==> src/sv/rgbhsl_pkg.sv <==
// Types and constants for the RGB to HSL converter pipeline.
// No dependencies.
package rgbhsl_pkg;

  localparam int unsigned ChanW    = 8;
  localparam int unsigned HueDenW  = 11;  // 6 * delta, up to 1530
  localparam int unsigned SatDenW  = 8;   // saturation divisor, up to 255
  localparam int unsigned QuotW    = 17;  // integer bit plus 16 fraction bits
  localparam int unsigned SumW     = 9;
  localparam int unsigned InDataW  = 32;
  localparam int unsigned OutDataW = 56;
  localparam int unsigned NumStg   = QuotW + 1;

  typedef struct packed {
    logic [HueDenW-1:0] hrem;
    logic [HueDenW-1:0] hden;
    logic [QuotW-1:0]   hq;
    logic [SatDenW-1:0] srem;
    logic [SatDenW-1:0] sden;
    logic [QuotW-1:0]   sq;
    logic               grey;
    logic [SumW-1:0]    sum;
    logic [ChanW-1:0]   alpha;
  } stage_t;

endpackage

==> src/sv/rgb_to_hsl_convert_unit.sv <==
// RGB to HSL converter: front stage finds max/min, then two restoring dividers
// run one quotient bit per stage side by side. Depends on rgbhsl_pkg.
//
//  channel   dir  tdata fields (low bit up)                          rate
//  s_axis    in   red, green, blue, alpha_in                        1 word/clk
//  m_axis    out  hue, saturation, lightness_sum, alpha_out, pad     1 word/clk
//
// One word per clock sustained while the sink is ready; 18 register stages from accept to result,
// set by the 17 quotient-bit steps of the dividers plus the max/min stage.
// Reset clears every stage valid bit; payload registers are not reset.
// Each full stage holds when the one after it is full and stalled, so a stall
// lets bubbles close up and loses or repeats nothing.
module rgb_to_hsl_convert_unit (
  input  logic                               clk_i,
  input  logic                               rst_ni,
  input  logic                               s_axis_tvalid,
  output logic                               s_axis_tready,
  // [7:0] red, [15:8] green, [23:16] blue, [31:24] alpha_in
  input  logic [rgbhsl_pkg::InDataW-1:0]     s_axis_tdata,
  output logic                               m_axis_tvalid,
  input  logic                               m_axis_tready,
  // [15:0] hue, [31:16] saturation, [40:32] lightness_sum, [48:41] alpha_out,
  // [55:49] zero
  output logic [rgbhsl_pkg::OutDataW-1:0]    m_axis_tdata
);
  import rgbhsl_pkg::*;

  function automatic stage_t div_step(input stage_t s, input logic first);
    logic [HueDenW:0] hsh;
    logic [SatDenW:0] ssh;
    logic             hge;
    logic             sge;
    logic [HueDenW:0] hnew;
    logic [SatDenW:0] snew;
    stage_t           o;
    o    = s;
    hsh  = first ? {1'b0, s.hrem} : {s.hrem, 1'b0};
    ssh  = first ? {1'b0, s.srem} : {s.srem, 1'b0};
    hge  = hsh >= {1'b0, s.hden};
    sge  = ssh >= {1'b0, s.sden};
    hnew = hge ? hsh - {1'b0, s.hden} : hsh;
    snew = sge ? ssh - {1'b0, s.sden} : ssh;
    o.hrem = hnew[HueDenW-1:0];
    o.srem = snew[SatDenW-1:0];
    o.hq   = {s.hq[QuotW-2:0], hge};
    o.sq   = {s.sq[QuotW-2:0], sge};
    return o;
  endfunction

  logic [ChanW-1:0]   red, green, blue, alpha_in;
  logic               green_max, blue_max;
  logic [ChanW-1:0]   mx1, mx, mn1, mn, dlt;
  logic [SumW-1:0]    sum;
  logic [SumW-1:0]    sat_den;
  logic [HueDenW-1:0] d1, d2, d4, d6, hnum;
  stage_t             front_d;

  stage_t             st_q [NumStg];
  stage_t             st_d [NumStg];
  logic [NumStg-1:0]  vld_q;
  logic [NumStg-1:0]  vld_in;
  logic               rdy [NumStg];

  assign red      = s_axis_tdata[7:0];
  assign green    = s_axis_tdata[15:8];
  assign blue     = s_axis_tdata[23:16];
  assign alpha_in = s_axis_tdata[31:24];

  always_comb begin
    green_max = green > red;
    mx1       = green_max ? green : red;
    blue_max  = blue > mx1;
    mx        = blue_max ? blue : mx1;
    mn1       = (green < red) ? green : red;
    mn        = (blue < mn1) ? blue : mn1;
    dlt       = mx - mn;
    sum       = {1'b0, mx} + {1'b0, mn};
    sat_den   = (sum >= SumW'(255)) ? SumW'(510) - sum : sum;
    d1        = HueDenW'(dlt);
    d2        = d1 << 1;
    d4        = d1 << 2;
    d6        = d4 + d2;
    if (blue_max) begin
      hnum = d4 + HueDenW'(red) - HueDenW'(green);
    end else if (green_max) begin
      hnum = d2 + HueDenW'(blue) - HueDenW'(red);
    end else if (green >= blue) begin
      hnum = HueDenW'(green) - HueDenW'(blue);
    end else begin
      hnum = d6 - (HueDenW'(blue) - HueDenW'(green));
    end
    front_d.hrem  = hnum;
    front_d.hden  = d6;
    front_d.hq    = '0;
    front_d.srem  = dlt;
    front_d.sden  = sat_den[SatDenW-1:0];
    front_d.sq    = '0;
    front_d.grey  = (dlt == '0);
    front_d.sum   = sum;
    front_d.alpha = alpha_in;
  end

  assign st_d[0] = front_d;

  for (genvar k = 1; k < NumStg; k++) begin : g_div
    assign st_d[k] = div_step(st_q[k-1], (k == 1));
  end

  for (genvar k = 0; k < NumStg; k++) begin : g_stg
    if (k == NumStg - 1) begin : g_last
      assign rdy[k] = m_axis_tready || !vld_q[k];
    end else begin : g_mid
      assign rdy[k] = !vld_q[k] || rdy[k+1];
    end
  end

  assign vld_in = {vld_q[NumStg-2:0], s_axis_tvalid};

  always_ff @(posedge clk_i or negedge rst_ni) begin
    if (!rst_ni) begin
      vld_q <= '0;
    end else begin
      for (int k = 0; k < NumStg; k++) begin
        if (rdy[k]) begin
          vld_q[k] <= vld_in[k];
        end
      end
    end
  end

  always_ff @(posedge clk_i) begin
    for (int k = 0; k < NumStg; k++) begin
      if (rdy[k]) begin
        st_q[k] <= st_d[k];
      end
    end
  end

  stage_t          last;
  logic [15:0]     hue, saturation;

  assign last = st_q[NumStg-1];

  always_comb begin
    if (last.grey) begin
      hue        = '0;
      saturation = '0;
    end else begin
      hue        = last.hq[15:0];
      saturation = last.sq[QuotW-1] ? 16'hFFFF : last.sq[15:0];
    end
  end

  assign s_axis_tready = rdy[0];
  assign m_axis_tvalid = vld_q[NumStg-1];
  assign m_axis_tdata  = {7'b0, last.alpha, last.sum, saturation, hue};

endmodule

==> config.mk <==
export PLATFORM = sky130hd
export DESIGN_NAME = rgb_to_hsl_convert_unit
export DESIGN_NICKNAME = d
export VERILOG_FILES = /design/src/sv/rgbhsl_pkg.sv /design/src/sv/rgb_to_hsl_convert_unit.sv
export SDC_FILE = /design/constraint.sdc
export NUM_CORES = 2
export LEC_CHECK = 0
export ABC_AREA = 1
export BUFFER_PORTS_ARGS = -buffer_cell sky130_fd_sc_hd__buf_2
export CELL_PAD_IN_SITES_DETAIL_PLACEMENT = 0
export CELL_PAD_IN_SITES_GLOBAL_PLACEMENT = 1
export CORE_UTILIZATION = 55
export DETAILED_ROUTE_END_ITERATION = 7
export GPL_TIMING_DRIVEN = 0
export PLACE_DENSITY_LB_ADDON = 0.1
export SYNTH_ARGS = -nofsm -noshare
export SYNTH_HDL_FRONTEND = slang
export SYNTH_SLANG_ARGS = --single-unit
==> constraint.sdc <==
create_clock -name clk_i -period 21.1 [get_ports clk_i]
set_input_delay 3.165 -clock clk_i [delete_from_list [all_inputs] [get_ports clk_i]]
set_output_delay 3.165 -clock clk_i [all_outputs]
set_load 0.02 [all_outputs]
Word-level counts from Yosys, hierarchy flattened
Memory sizes are Yosys's and may differ from the RTL's.
Cells that the tools add are included.
{ "word_totals": {"register_bits": 18, "latch_bits": 0, "ramBits": 1620, "mem_bits_ro": 0, "input_bits": 36, "out_inout_bits": 58, "word_cells": 222, "mem_count": 1} }
{ "op_classes": {"addsub": 45, "multipliers": 0, "div": 0, "order_cmp": 40, "eq_ne": 0, "shift": 0, "n_mux": 81, "n_bitwise": 0, "reduce_logical": 37} }
{ "memory_table": {"columns": ["name", "depth", "width", "rd", "rd_ports_with_merged_regs", "wr", "line", "text"], "rows": [
  ["st_q", 18, 90, 18, 0, 18, "rgb_to_hsl_convert_unit.sv:58", "stage_t st_q [NumStg];"]
]} }
{ "op_table": {"columns": ["op", "count"], "rows": [
  ["2-to-1 mux 11 bit", 20],
  ["subtractor 11 bit", 18],
  [">= comparator 12 x 11 -> 1 bit", 16],
  ["2-to-1 mux 8 bit", 22],
  [">= comparator 9 x 8 -> 1 bit", 16],
  ["subtractor 8 bit", 18],
  ["2-to-1 mux 16 bit", 3],
  ["2-to-1 mux 1 bit", 36],
  ["logical NOT 1 bit", 18],
  ["logical OR 1 bit", 18],
  ["subtractor 8 x 8 -> 9 bit", 2],
  [">= comparator 8 bit", 2],
  ["> comparator 8 bit", 2],
  ["< comparator 8 bit", 2],
  ["adder 10 x 8 -> 11 bit", 1],
  ["adder 10 x 9 -> 11 bit", 1],
  [">= comparator 11 bit", 1],
  ["subtractor 10 x 8 -> 11 bit", 1],
  ["subtractor 11 x 8 -> 11 bit", 1],
  ["adder 9 x 8 -> 10 bit", 1],
  ["adder 8 x 8 -> 9 bit", 1],
  [">= comparator 9 x 8 -> 1 bit, second input constant", 1],
  ["logical NOT 8 bit", 1],
  ["subtractor 8 bit, first input constant", 1]
]} }

Longest topological paths before layout
{ "depth": {"ltp_word": 21, "depth_mapped": 49, "ltp_nobuf": 46} }

Worst setup path before layout
Ideal clock, no wire load.
{ "synth_timing": {"path_kind": "input to output", "from": "input m_axis_tready", "to": "output s_axis_tready", "t_arrival_ns": 9.160, "path_slack_ns": 8.775, "cell_stages": 18, "cell_sequence": "nor2_4 -> nand2_4 -> nor2_4 -> nand2_4 -> nor2_4 -> nand2_4 -> nor2_4 -> nand2_4 -> nor2_4 -> nand2_4 -> nor2_4 -> nand2_4 -> nor2_4 -> nand2_4 -> nor2_4 -> nand2_4 -> nor2_4 -> nand2_2"} }
{ "synth_lines": {"columns": ["item", "line", "text"], "rows": [
  ["start: declaration", "rgb_to_hsl_convert_unit.sv:21", "input logic m_axis_tready,"],
  ["end: declaration", "rgb_to_hsl_convert_unit.sv:17", "output logic s_axis_tready,"]
]} }

==> flow_summary_export.csv <==
group,metric,value,unit
status,run_status,"complete, no violations",
place,gp_congestion,0.882,
global_route,antenna_found_initial,0,
floorplanning,dieHeight,321,um
setup_path,critical_path.max_fanout,85,
setup_path,timing.critical_path.required,17940,ps
yosys,ys_warn_count,0,
route,ant_nets,0,
yosys,syn_area,55900,um^2
setup_path,critPathCaptureType,"output port",
route,drt-met1-wl,37600,um
setup_path,r2r_start,"vld_q[17]$_DFFE_PN0P_",
yosys,most_numerous_cell_types_in_the_synthesized_netlist,"edfxtp_1, inv_1, nand2_1",
floorplanning,initial_utilization,55.6,%
setup_path,ff2ff_setup_slack,12690,ps
yosys,async_reset_ff_share,1.49,%
yosys,yosysMostFrequentCell,"edfxtp_1",
yosys,postSynthAreaPerCell,12.5,um^2
yosys,ys_seq_area_share,64.9,%
yosys,post_synth_num_cell_types,50,
clock_tree,clkLatencyLatePin,730,ps
route,detailed_router_iteration_count_before_antenna_repair,6,
route,highest_metal_layer_with_signal_wires,"met4",
job,timing.max_cap.violations,0,
route,via_per_inst,5.03,
yosys,synth-edff-count,1192,
sta,fmax,69.8,MHz
global_route,grt_pass1_wl,156000,um
global_route,grt_remaining_overflow,0,
floorplanning,pin_count,94,
place,dp.final_hpwl,71700,um
yosys,share_of_the_synthesized_area_in_the_top_cell_type,64.1,%
clock_tree,cts_buffers,131,
sta,worst_hold_slack,401,ps
sta,setup_viol,0,
floorplanning,design.die.area,103000,um^2
route,postRouteWirelength,95900,um
layout,antenna_diode_count,0,
sta,timing.final.crit_share,67.9,%
place,placedInstanceArea,58200,um^2
setup_path,endpoint,"s_axis_tready",
layout,layout-drive-gt1-share,7.45,%
clock_tree,clock_path_buffers,3,
worst_hold_path,hp-class,"reg2reg",
sta,period_minus_slack,14340,ps
place,port-buffer-count,86,
yosys,synth_cells,4488,
floorplanning,num_rows,116,
setup_path,rr_endpoint,"st_q[0][76]$_DFFE_PP_",
clock_tree,cts.repair.resized,0,
global_route,grt_use_total,19.2,%
clock_tree,hold_fix_buffer_count_after_cts,0,
setup_path,crit_start,"m_axis_tready",
route,route.detailed.drc,0,
layout,n_fill_cell,7776,
clock_tree,cts.sinks,1210,
sta,slew_headroom,23.1,%
setup_path,setup.worst_path.start_class,"primary input",
setup_path,worst-setup-path-type,"in2out",
sta,worst_slew_pin_slew,1150,ps
layout,finalNetCount,5207,
place,pre_cts_slack,6010,ps
route,dr_wl_met2,52500,um
layout,multiInputGateArea,16800,um^2
sta,fin_ws,6760,ps
clock_tree,cts.root.buffer_cell,"clkbuf_16",
layout,postLayoutCellArea,62500,um^2
yosys,post-synth-top-area-cell,"edfxtp_1",
sta,hold_violations,0,
sta,grt_setup_unrepaired,"false",
sta,fin_tns_setup,0,ps
clock_tree,cts.htree.levels,4,
clock_tree,tritoncts,"built",
route,route.detailed.wl_per_inst,15.5,um
floorplanning,core_area,100000,um^2
global_route,grt_pass1_vias,31600,
global_route,maximum_number_of_pins_on_one_net_before_global_route_repair,86,
yosys,ys_top_cells_by_area,"edfxtp_1, ha_1, inv_1",
setup_path,critPathArrivalTime,11170,ps
setup_path,timing.reg2reg.worst_path_depth,19,
clock_tree,postCtsSetupBuffers,0,
yosys,number_of_register_bits_inferred_by_synthesis,1210,
layout,ff_latch_area,36200,um^2
floorplanning,fp.dieW,321,um
clock_tree,clk_pin_slew,50,ps
route,vias,31100,
sta,finalMaxSlewViolations,0,
route,wl_met3,3040,um
sta,worst_clock_skew,29.0,ps
layout,flow.area_growth_from_synthesis,11.8,%
route,drt-initial-drc-count,1594,
yosys,synth_ff_type,"edfxtp_1",
[final cells by class]
type / instances / share of cell area (%)
Buffer: 81 / 0.661
Clock buffer: 167 / 5.60
Clock inverter: 66 / 1.19
Inverter: 652 / 3.93
Multi-Input combinational cell: 2551 / 26.9
Sequential cell: 1210 / 58.0
Tap cell: 1357 / 2.72
Timing Repair Buffer: 94 / 0.969
[per-stage QoR]
step,util [%],instances
after floorplan,-,4494
after global placement,57.8,5937
after detailed placement,58.0,5945
after CTS,62.2,6178
after global routing,62.2,6178
final,62.2,6178
[registers in the layout (all words and copies together), names as in the netlist]
name and cells:
st_q 1192, vld_q 18
[per-layer routing]
layer | vias to the layer above | track usage, %
met4 | 0 | 7.22
li1 | 16100 | -
met2 | 438 | 37.2
met5 | - | 0
met1 | 14400 | 20.7
met3 | 187 | 3.08
[worst min path at each step]
stage / start / endpoint / slack (ps) / depth (start not counted)
2_1_floorplan: st_q[9][0]$_DFFE_PP_ / st_q[10][0]$_DFFE_PP_ / 400 / 0
3_3_place_gp: st_q[11][52]$_DFFE_PP_ / st_q[12][53]$_DFFE_PP_ / 400 / 0
3_5_place_dp: st_q[9][52]$_DFFE_PP_ / st_q[10][53]$_DFFE_PP_ / 400 / 0
4_1_cts: st_q[6][4]$_DFFE_PP_ / st_q[7][4]$_DFFE_PP_ / 400 / 0
5_1_grt: st_q[10][52]$_DFFE_PP_ / st_q[11][53]$_DFFE_PP_ / 400 / 0
6_report: st_q[10][52]$_DFFE_PP_ / st_q[11][53]$_DFFE_PP_ / 400 / 0
[cells by family (layout without fill, tap and decap cells)]
family                     count (synthesis)  after routing  synth area share (%)
DFF                                     1210           1210                  64.9
and+or+nand+nor                         1114           1114                  8.35
AOI/OAI and AO/OA                        753            753                  7.31
buffers and inverters                    733           1060                  5.12
adders and majority gates                450            450                  10.8
xor gates and xnor gates                 227            227                  3.57
other                                      1              7               0.00671
[cell usage in the layout, fill, tap and decap left out, types with 14 or more instances in the layout]
cell and instances:
a21oi_1 259, buf_2 96, buf_4 25, clkbuf_1 75, clkbuf_16 134, clkinv_1 27
clkinv_2 14, dfrtp_1 18, edfxtp_1 1192, fa_1 53, ha_1 397, inv_1 637
nand2_1 575, nand3_1 96, nand4_1 23, nor2_1 303, nor3_1 61, o21ai_0 369
o21bai_1 26, o31ai_1 17, or2_2 14, xnor2_1 70, xor2_1 156
[critical path, cell delays in order]
cell,delay [ps]
buf_2,110
nor2_4,150
nand2_4,560
nor2_4,410
nand2_4,560
nor2_4,410
nand2_4,550
nor2_4,380
nand2_4,520
nor2_4,350
nand2_4,490
nor2_4,330
nand2_4,490
nor2_4,330
nand2_4,470
nor2_4,310
nand2_4,430
nor2_4,290
nand2_4,450
buf_2,350
Power is not shown: default switching activity piles up to over one toggle a cycle in this logic, so the estimate is an artifact.
